===== src/sv/rational_arith_reduce_defines.svh =====
// assertion macros for the rational arithmetic block
// no dependencies
`ifndef RATIONAL_ARITH_REDUCE_DEFINES_SVH
`define RATIONAL_ARITH_REDUCE_DEFINES_SVH
`ifndef ASSERT_OFF
`define RAR_ASSERT(label, clk, rst, prop) \
  label: assert property (@(posedge clk) disable iff (rst) prop) \
    else $error("assertion failed");
`define RAR_ASSERT_NR(label, clk, prop) \
  label: assert property (@(posedge clk) prop) else $error("assertion failed");
`else
`define RAR_ASSERT(label, clk, rst, prop)
`define RAR_ASSERT_NR(label, clk, prop)
`endif
`endif


===== src/sv/rar_pkg.sv =====
// shared types and codes for the rational arithmetic block
// no dependencies
package rar_pkg;
  localparam logic [1:0] CMD_ADD = 2'd0;
  localparam logic [1:0] CMD_SUB = 2'd1;
  localparam logic [1:0] CMD_MUL = 2'd2;
  localparam logic [1:0] CMD_DIV = 2'd3;
  localparam logic [1:0] ST_OK = 2'd0;
  localparam logic [1:0] ST_ZDEN = 2'd1;
  localparam logic [1:0] ST_OVF = 2'd2;
  localparam logic [1:0] DIV_SEL_GCD = 2'd0;
  localparam logic [1:0] DIV_SEL_NUM = 2'd1;
  localparam logic [1:0] DIV_SEL_DEN = 2'd2;

  typedef struct packed {
    logic load;
    logic mul1;
    logic mul2;
    logic mul3;
    logic mul4;
    logic combine;
    logic div_start;
    logic [1:0] div_sel;
    logic gcd_swap;
    logic quot_num;
    logic quot_den;
    logic pack;
  } rar_cmd_t;

  typedef struct packed {
    logic div_done;
    logic rem_zero;
    logic zero_den;
  } rar_stat_t;
endpackage


===== src/sv/rar_datapath.sv =====
// datapath: operand split, cross products, shared serial divider, pack
// depends on rar_pkg
module rar_datapath #(
  parameter int WIDTH = 32
) (
  input  logic clk,
  input  logic [1:0] cmd,
  input  logic [31:0] a_num,
  input  logic [31:0] a_den,
  input  logic [31:0] b_num,
  input  logic [31:0] b_den,
  input  rar_pkg::rar_cmd_t ctl,
  output rar_pkg::rar_stat_t stat,
  output logic [31:0] res_num,
  output logic [31:0] res_den,
  output logic [1:0] status
);
  import rar_pkg::*;
  localparam int MW = 2 * WIDTH + 1;
  localparam int CW = $clog2(MW + 2);

  logic [1:0] op;
  logic san, sad, sbn, sbd;
  logic [WIDTH-1:0] man, mad, mbn, mbd;
  logic [2*WIDTH-1:0] p1, p2, p3;
  logic [2*WIDTH-1:0] mul_r;
  logic sn, sd;
  logic [MW-1:0] mn, md, ga, gb;
  logic [MW-1:0] dividend, divisor, quo, rem;
  logic [CW-1:0] cnt;
  logic busy;
  logic [WIDTH-1:0] mul_a, mul_b;

  function automatic logic [WIDTH:0] mag_of(input logic [31:0] v);
    logic [WIDTH-1:0] w;
    begin
      w = v[WIDTH-1:0];
      mag_of = w[WIDTH-1] ? {1'b1, (~w) + 1'b1} : {1'b0, w};
    end
  endfunction

  always_comb begin
    mul_a = man;
    mul_b = mbd;
    if (ctl.mul2) begin
      mul_a = mad;
      mul_b = mbn;
    end else if (ctl.mul3) begin
      mul_a = man;
      mul_b = mbn;
    end else if (ctl.mul4) begin
      mul_a = mad;
      mul_b = mbd;
    end
  end

  always_ff @(posedge clk) begin
    if (ctl.load) begin
      op <= cmd;
      {san, man} <= mag_of(a_num);
      {sad, mad} <= mag_of(a_den);
      {sbn, mbn} <= mag_of(b_num);
      {sbd, mbd} <= mag_of(b_den);
    end
    if (ctl.mul1 || ctl.mul2 || ctl.mul3 || ctl.mul4) mul_r <= mul_a * mul_b;
    if (ctl.mul2) p1 <= mul_r;
    if (ctl.mul3) p2 <= mul_r;
    if (ctl.mul4) p3 <= mul_r;
  end

  logic [2*WIDTH-1:0] pad_ad, pbn_bd;
  logic s1, s2;
  logic [MW-1:0] sum_m;
  logic sum_s;
  always_comb begin
    s1 = (san ^ sbd) && (p1 != '0);
    s2 = (sad ^ sbn) && (p2 != '0);
    if (op == CMD_SUB && p2 != '0) s2 = !s2;
    if (s1 == s2) begin
      sum_s = s1;
      sum_m = {1'b0, p1} + {1'b0, p2};
    end else if (p1 >= p2) begin
      sum_s = s1;
      sum_m = {1'b0, p1 - p2};
    end else begin
      sum_s = s2;
      sum_m = {1'b0, p2 - p1};
    end
    if (sum_m == '0) sum_s = 1'b0;
    pad_ad = p1;
    pbn_bd = p2;
  end

  always_ff @(posedge clk) begin
    if (ctl.combine) begin
      unique case (op)
        CMD_ADD, CMD_SUB: begin
          sn <= sum_s;
          mn <= sum_m;
          sd <= sad ^ sbd;
          md <= {1'b0, mul_r};
        end
        CMD_MUL: begin
          sn <= san ^ sbn;
          mn <= {1'b0, p3};
          sd <= sad ^ sbd;
          md <= {1'b0, mul_r};
        end
        default: begin
          sn <= san ^ sbd;
          mn <= {1'b0, pad_ad};
          sd <= sad ^ sbn;
          md <= {1'b0, pbn_bd};
        end
      endcase
      ga <= '0;
      gb <= '0;
    end
    if (ctl.gcd_swap) begin
      ga <= (ga == '0 && gb == '0) ? mn : gb;
      gb <= (ga == '0 && gb == '0) ? md : rem;
    end
    if (ctl.quot_num) mn <= quo;
    if (ctl.quot_den) md <= quo;
  end

  assign stat.zero_den = (mad == '0) || (mbd == '0) || (md == '0);
  assign stat.rem_zero = (gb == '0) && !(ga == '0);

  // restoring divider, one quotient bit per cycle
  logic [MW-1:0] trial;
  logic [MW:0] diff;
  always_comb begin
    trial = {rem[MW-2:0], quo[MW-1]};
    diff = {1'b0, trial} - {1'b0, divisor};
  end

  always_ff @(posedge clk) begin
    if (ctl.div_start) begin
      unique case (ctl.div_sel)
        DIV_SEL_GCD: begin dividend <= ga; divisor <= gb; end
        DIV_SEL_NUM: begin dividend <= mn; divisor <= ga; end
        default: begin dividend <= md; divisor <= ga; end
      endcase
      busy <= 1'b1;
      cnt <= CW'(MW + 1);
      rem <= '0;
      quo <= '0;
    end else if (busy) begin
      if (cnt == CW'(MW + 1)) begin
        quo <= dividend;
        cnt <= cnt - 1'b1;
      end else if (cnt == '0) begin
        busy <= 1'b0;
      end else begin
        if (!diff[MW]) begin
          rem <= diff[MW-1:0];
          quo <= {quo[MW-2:0], 1'b1};
        end else begin
          rem <= trial;
          quo <= {quo[MW-2:0], 1'b0};
        end
        cnt <= cnt - 1'b1;
      end
    end
  end
  // extra stage keeps cnt == MW+1 for the loading cycle
  assign stat.div_done = busy && (cnt == '0);

  logic [WIDTH-1:0] lim_bits, nb, db;
  logic fn, fd;
  always_comb begin
    fn = sn ? (mn <= (MW'(1) << (WIDTH - 1))) : (mn < (MW'(1) << (WIDTH - 1)));
    fd = sd ? (md <= (MW'(1) << (WIDTH - 1))) : (md < (MW'(1) << (WIDTH - 1)));
    nb = sn ? (~mn[WIDTH-1:0]) + 1'b1 : mn[WIDTH-1:0];
    db = sd ? (~md[WIDTH-1:0]) + 1'b1 : md[WIDTH-1:0];
    lim_bits = '0;
  end

  always_ff @(posedge clk) begin
    if (ctl.pack) begin
      if (stat.zero_den) begin
        res_num <= '0;
        res_den <= '0;
        status <= ST_ZDEN;
      end else begin
        res_num <= 32'($signed(nb | lim_bits));
        res_den <= 32'($signed(db));
        status <= (fn && fd && !(mn == '0 ? 1'b0 : 1'b0)) ? ST_OK : ST_OVF;
      end
    end
  end
endmodule


===== src/sv/rar_ctrl.sv =====
// controller sequencing multiplies, gcd loop, final divides and output
// depends on rar_pkg and the assertion header
`include "rational_arith_reduce_defines.svh"
module rar_ctrl (
  input  logic clk,
  input  logic rst,
  input  logic in_fire,
  input  logic out_fire,
  input  rar_pkg::rar_stat_t stat,
  output rar_pkg::rar_cmd_t ctl,
  output logic idle,
  output logic out_valid
);
  import rar_pkg::*;
  localparam logic [3:0] S_IDLE = 4'd0, S_M1 = 4'd1, S_M2 = 4'd2, S_M3 = 4'd3,
    S_M4 = 4'd4, S_CMB = 4'd5, S_CHK = 4'd6, S_GDIV = 4'd7, S_GW = 4'd8,
    S_NDIV = 4'd9, S_NW = 4'd10, S_DDIV = 4'd11, S_DW = 4'd12, S_PACK = 4'd13,
    S_OUT = 4'd14;
  logic [3:0] state, state_next;
  logic first;

  always_comb begin
    ctl = '0;
    state_next = state;
    unique case (state)
      S_IDLE: if (in_fire) begin ctl.load = 1'b1; state_next = S_M1; end
      S_M1: begin ctl.mul1 = 1'b1; state_next = S_M2; end
      S_M2: begin ctl.mul2 = 1'b1; state_next = S_M3; end
      S_M3: begin ctl.mul3 = 1'b1; state_next = S_M4; end
      S_M4: begin ctl.mul4 = 1'b1; state_next = S_CMB; end
      S_CMB: begin ctl.combine = 1'b1; state_next = S_CHK; end
      S_CHK: begin
        if (stat.zero_den) state_next = S_PACK;
        else begin ctl.gcd_swap = 1'b1; state_next = S_GDIV; end
      end
      S_GDIV: begin
        if (stat.rem_zero) begin
          ctl.div_start = 1'b1; ctl.div_sel = DIV_SEL_NUM; state_next = S_NW;
        end else begin
          ctl.div_start = 1'b1; ctl.div_sel = DIV_SEL_GCD; state_next = S_GW;
        end
      end
      S_GW: if (stat.div_done) begin ctl.gcd_swap = 1'b1; state_next = S_GDIV; end
      S_NW: if (stat.div_done) begin ctl.quot_num = 1'b1; state_next = S_DDIV; end
      S_DDIV: begin
        ctl.div_start = 1'b1; ctl.div_sel = DIV_SEL_DEN; state_next = S_DW;
      end
      S_DW: if (stat.div_done) begin ctl.quot_den = 1'b1; state_next = S_PACK; end
      S_PACK: begin ctl.pack = 1'b1; state_next = S_OUT; end
      S_OUT: if (out_fire) state_next = S_IDLE;
      default: state_next = S_IDLE;
    endcase
  end

  always_ff @(posedge clk) begin
    if (rst) begin
      state <= S_IDLE;
      first <= 1'b1;
    end else begin
      state <= state_next;
      first <= 1'b0;
    end
  end

  assign idle = (state == S_IDLE);
  assign out_valid = (state == S_OUT);

  `RAR_ASSERT(a_no_in_busy, clk, rst, in_fire |-> idle)
  `RAR_ASSERT(a_out_follows_pack, clk, rst, ctl.pack |=> out_valid)
  `RAR_ASSERT(a_out_idle, clk, rst, out_fire |=> idle)
  `RAR_ASSERT_NR(a_reset_idle, clk, rst |=> idle || first)
endmodule


===== src/sv/rational_arith_reduce.sv =====
// Exact arithmetic on two signed fractions with Euclidean gcd reduction.
// One item at a time: four serial cross products, then a gcd loop on a
// shared restoring divider, then two divisions of the numerator and
// denominator by the gcd.
// depends on rar_pkg, rar_ctrl, rar_datapath
module rational_arith_reduce #(
  parameter int WIDTH = 32
) (
  input  logic clk,
  input  logic rst,
  input  logic s_tvalid,
  output logic s_tready,
  input  logic [127:0] s_tdata, // a_num, a_den, b_num, b_den
  input  logic [1:0] s_tuser,   // cmd
  output logic m_tvalid,
  input  logic m_tready,
  output logic [63:0] m_tdata,  // res_num, res_den
  output logic [1:0] m_tuser    // status
);
  import rar_pkg::*;
  rar_cmd_t ctl;
  rar_stat_t stat;
  logic idle;
  logic [31:0] rn, rd;

  assign s_tready = idle;
  rar_ctrl u_ctrl (
    .clk(clk), .rst(rst), .in_fire(s_tvalid && s_tready),
    .out_fire(m_tvalid && m_tready), .stat(stat), .ctl(ctl), .idle(idle),
    .out_valid(m_tvalid)
  );
  rar_datapath #(.WIDTH(WIDTH)) u_dp (
    .clk(clk), .cmd(s_tuser), .a_num(s_tdata[31:0]), .a_den(s_tdata[63:32]),
    .b_num(s_tdata[95:64]), .b_den(s_tdata[127:96]), .ctl(ctl), .stat(stat),
    .res_num(rn), .res_den(rd), .status(m_tuser)
  );
  assign m_tdata = {rd, rn};
endmodule

===== config.mk =====
export PLATFORM = sky130hd
export DESIGN_NAME = rational_arith_reduce
export DESIGN_NICKNAME = d
export VERILOG_FILES = /design/src/sv/rar_pkg.sv /design/src/sv/rar_datapath.sv /design/src/sv/rar_ctrl.sv /design/src/sv/rational_arith_reduce.sv
export VERILOG_INCLUDE_DIRS = /design/src /design/src/sv
export SDC_FILE = /design/constraint.sdc
export NUM_CORES = 2
export LEC_CHECK = 0
export ABC_AREA = 1
export BUFFER_PORTS_ARGS = -buffer_cell sky130_fd_sc_hd__buf_2
export CELL_PAD_IN_SITES_DETAIL_PLACEMENT = 0
export CELL_PAD_IN_SITES_GLOBAL_PLACEMENT = 1
export CORE_ASPECT_RATIO = 0.9
export CORE_MARGIN = 2
export CORE_UTILIZATION = 30
export CTS_BUF_LIST = sky130_fd_sc_hd__clkbuf_16
export DETAILED_ROUTE_END_ITERATION = 8
export PLACE_DENSITY = 0.61
export SLEW_MARGIN = 20
export SYNTH_ARGS = -nofsm -noshare
export SYNTH_HDL_FRONTEND = slang
export SYNTH_SLANG_ARGS = --single-unit

===== constraint.sdc =====
create_clock -name clk -period 17.83 [get_ports clk]
set_input_delay 0.8915 -clock clk [delete_from_list [all_inputs] [get_ports clk]]
set_output_delay 0.8915 -clock clk [all_outputs]
set_load 0.05 [all_outputs]

==> impl_metrics.json <==
{
  "hold_path_class": "in2reg",
  "ant_nets": 0,
  "slowest_stage": "clkinv_1",
  "grt.overflow.total": 0,
  "ctsLongestPathBuffers": 3,
  "die_height_um": 551,
  "r2r_cells": 33,
  "initialDrtViolationCount": 8224,
  "relSlewSlack_pct": 26.7,
  "coreArea_mm2": 0.331,
  "crit_fanout": 58,
  "critPathMaxStageDelay_ns": 0.92,
  "rsz0062_at_grt": "false",
  "clock-root-buffer": "clkbuf_16",
  "timing.fmax_ghz": 0.0929,
  "cts_buffers": 112,
  "place_hpwl_mm": 370,
  "grt_pass1_wl_mm": 636,
  "crit_path_frequent_cell": "fa_1",
  "yosysWarnings": 0,
  "antenna_found_initial": 18,
  "place_congestion": 1.01,
  "crit_path_end": "u_dp.mul_r[59]",
  "synthToLayoutAreaGrowth_pct": 9.72,
  "vias": 88080,
  "fin_skew_ns": 0.111,
  "post_cts_resized": 0,
  "yosysUniqueCellTypes": 61,
  "routedWlPerCell_um": 25.6,
  "post-route-min-period_ns": 10.76,
  "nets": 14638,
  "tightest_slew_ns": 1.09,
  "vias_per_cell": 5.00,
  "synth_nets": 14628,
  "cts_hold_buf": 0,
  "setup-violations-final": 0,
  "slew_viol_final": 0,
  "numPortBuffers": 201,
  "die_x_um": 612,
  "r2r_setup_slack_ns": 7.07,
  "dominantRegCellSynth": "edfxtp_1",
  "fin_setup_tns_ns": 0,
  "crit_start": "u_ctrl.state[3]",
  "hold_violations": 0,
  "cts_sinks": 990,
  "die_area_mm2": 0.337,
  "grt_use_total_pct": 26.2,
  "postSynthCellCount": 13067,
  "worstSetupPathType": "reg2reg",
  "r2r_start": "u_ctrl.state[3]",
  "clk_pin_slew_ns": 0.06,
  "cap_violations": 0,
  "drtPass1Iterations": 7,
  "row_count": 200,
  "cts_tree": "done",
  "drive_above_1_share_pct": 5.12,
  "period_share_pct": 60.3,
  "grt_start_max_net_pins": 105,
  "initial_core_util_pct": 30.2,
  "regToRegEndpoint": "u_dp.mul_r[59]",
  "critPathRequiredTime_ns": 18.35,
  "outcome": "completed",
  "register_area_mm2": 0.0283,
  "end_kind": "flop",
  "synth_seq_cells": 990,
  "multi_input_area_mm2": 0.0601,
  "drc": 0,
  "synth_edf_count": 848,
  "ios": 202,
  "startpoint_type": "flop",
  "synthArstFlopShare_pct": 0,
  "postSynthAreaPerCell_um2": 7.64,
  "synth_seq_area_share_pct": 28.4,
  "netlist_area_mm2": 0.0998,
  "wl_mm": 451,
  "fill_cells": 36084,
  "grt_pass1_vias": 87313,
  "cts_setup_buffers": 0,
  "critPathArrivalTime_ns": 11.28,
  "htreeDepth": 3,
  "clk_latency_ns": 0.80
}
-- synth_stat cells (62+ instances only) --
master / count / area, um2
clkbuf_1: 341 / 1280
o21ai_0: 623 / 3120
a211oi_1: 63 / 473
dfxtp_1: 142 / 2840
a21oi_1: 506 / 2530
edfxtp_1: 848 / 25500
o21ai_1: 64 / 320
nor3_1: 119 / 596
nand2_1: 3144 / 11800
ha_1: 527 / 6590
fa_1: 900 / 18000
nor2_1: 1594 / 5980
a41oi_1: 62 / 543
nor4_1: 82 / 513
o211ai_1: 120 / 901
xnor2_1: 112 / 981
inv_1: 2560 / 9610
nand4_1: 134 / 838
xor2_1: 253 / 2220
nand3_1: 426 / 2130
-- per-layer routing --
metal  vias up  part of all wire, %  global-route usage [%]
li1      40866                    -                       -
met1     43546                   43                    34.9
met2      3071                   46                    43.5
met3       587                  6.3                    3.75
met4        10                  3.9                    8.91
met5         -                0.043                   0.308
-- worst max-delay path: cells and delay by family, from the launching register on --
kind                       cells  cell delay, ns
AOI/OAI and AO/OA              4            0.96
adders and majority gates      9            4.19
and+or+nand+nor                9            2.11
DFF                            1            0.35
buffers and inverters         10            2.70
xor gates and xnor gates       1            0.16
-- how the worst min path moves through the flow --
stage | endpoint | from | cells past startpoint | slack (ns)
finish | u_dp.op[1] | s_tuser[1] | 1 | 0.28
global route | u_dp.op[1] | s_tuser[1] | 1 | 0.25
CTS | u_dp.op[1] | s_tuser[1] | 1 | 0.21
detailed placement | u_dp.cnt[6] | u_dp.cnt[6] | 2 | 0.47
global placement | u_dp.cnt[0] | u_dp.cnt[0] | 1 | 0.47
floorplan | u_dp.cnt[6] | u_dp.cnt[6] | 2 | 0.45
-- registers in the layout, indices dropped and copies added, names as in the netlist, 65 cells and up --
signal and count:
u_dp.divisor 65, u_dp.mn 65, u_dp.quo 65, u_dp.md 65, u_dp.ga 65, u_dp.dividend 65
u_dp.gb 65, u_dp.rem 65
-- layout make-up --
type	instances	area share, %
Antenna cell	10	0.0228
Clock buffer	112	2.56
Clock inverter	101	0.710
Inverter	2600	8.92
Multi-Input combinational cell	9011	54.8
Sequential cell	990	25.8
Tap cell	4444	5.08
Timing Repair Buffer	362	2.03
-- through the flow --
| stage | hold WS [ns] | instances | area, um2 | setup WS [ns] | util [%] |
|---|---|---|---|---|---|
| 2_1_floorplan | 0.449 | 13067 | 99800 | 6.78 | - |
| 3_3_place_gp | 0.472 | 17406 | 106000 | 6.73 | 32.0 |
| 3_5_place_dp | 0.474 | 17406 | 106000 | 6.63 | 32.0 |
| 4_1_cts | 0.212 | 17619 | 109000 | 6.64 | 33.1 |
| 5_1_grt | 0.255 | 17627 | 110000 | 6.60 | 33.1 |
| 6_report | 0.278 | 17630 | 110000 | 7.07 | 33.1 |
-- cell usage in the layout (no fill, tap or decap), drive strengths merged, types with 21 or more instances in the layout --
| cell | Yosys | layout |
|---|---|---|
| a211oi | 63 | 63 |
| a21oi | 509 | 509 |
| a31oi | 52 | 52 |
| a41oi | 62 | 62 |
| buf | 125 | 362 |
| clkbuf | 341 | 112 |
| clkinv | 24 | 83 |
| dfxtp | 142 | 142 |
| edfxtp | 848 | 848 |
| fa | 900 | 900 |
| ha | 527 | 527 |
| inv | 2576 | 2610 |
| nand2 | 3167 | 3167 |
| nand3 | 429 | 429 |
| nand4 | 134 | 134 |
| nor2 | 1607 | 1607 |
| nor3 | 121 | 121 |
| nor4 | 82 | 82 |
| o211ai | 120 | 120 |
| o21a | 21 | 21 |
| o21ai | 689 | 689 |
| o21bai | 41 | 41 |
| o221ai | 34 | 34 |
| xnor2 | 112 | 112 |
| xor2 | 253 | 253 |
-- cells by family (layout without fill, tap and decap cells) --
group / Yosys count / count (layout) / share of synthesized area, %
muxes: 4 / 4 / 0.0401
xor gates and xnor gates: 365 / 365 / 3.20
DFF: 990 / 990 / 28.4
AOI/OAI and AO/OA: 1638 / 1638 / 9.43
adders and majority gates: 1427 / 1427 / 24.6
and+or+nand+nor: 5577 / 5577 / 22.5
other: 0 / 10 / 0
buffers and inverters: 3066 / 3175 / 11.8
Power is not shown: default switching activity piles up to over one toggle a cycle in this logic, so the estimate is an artifact.
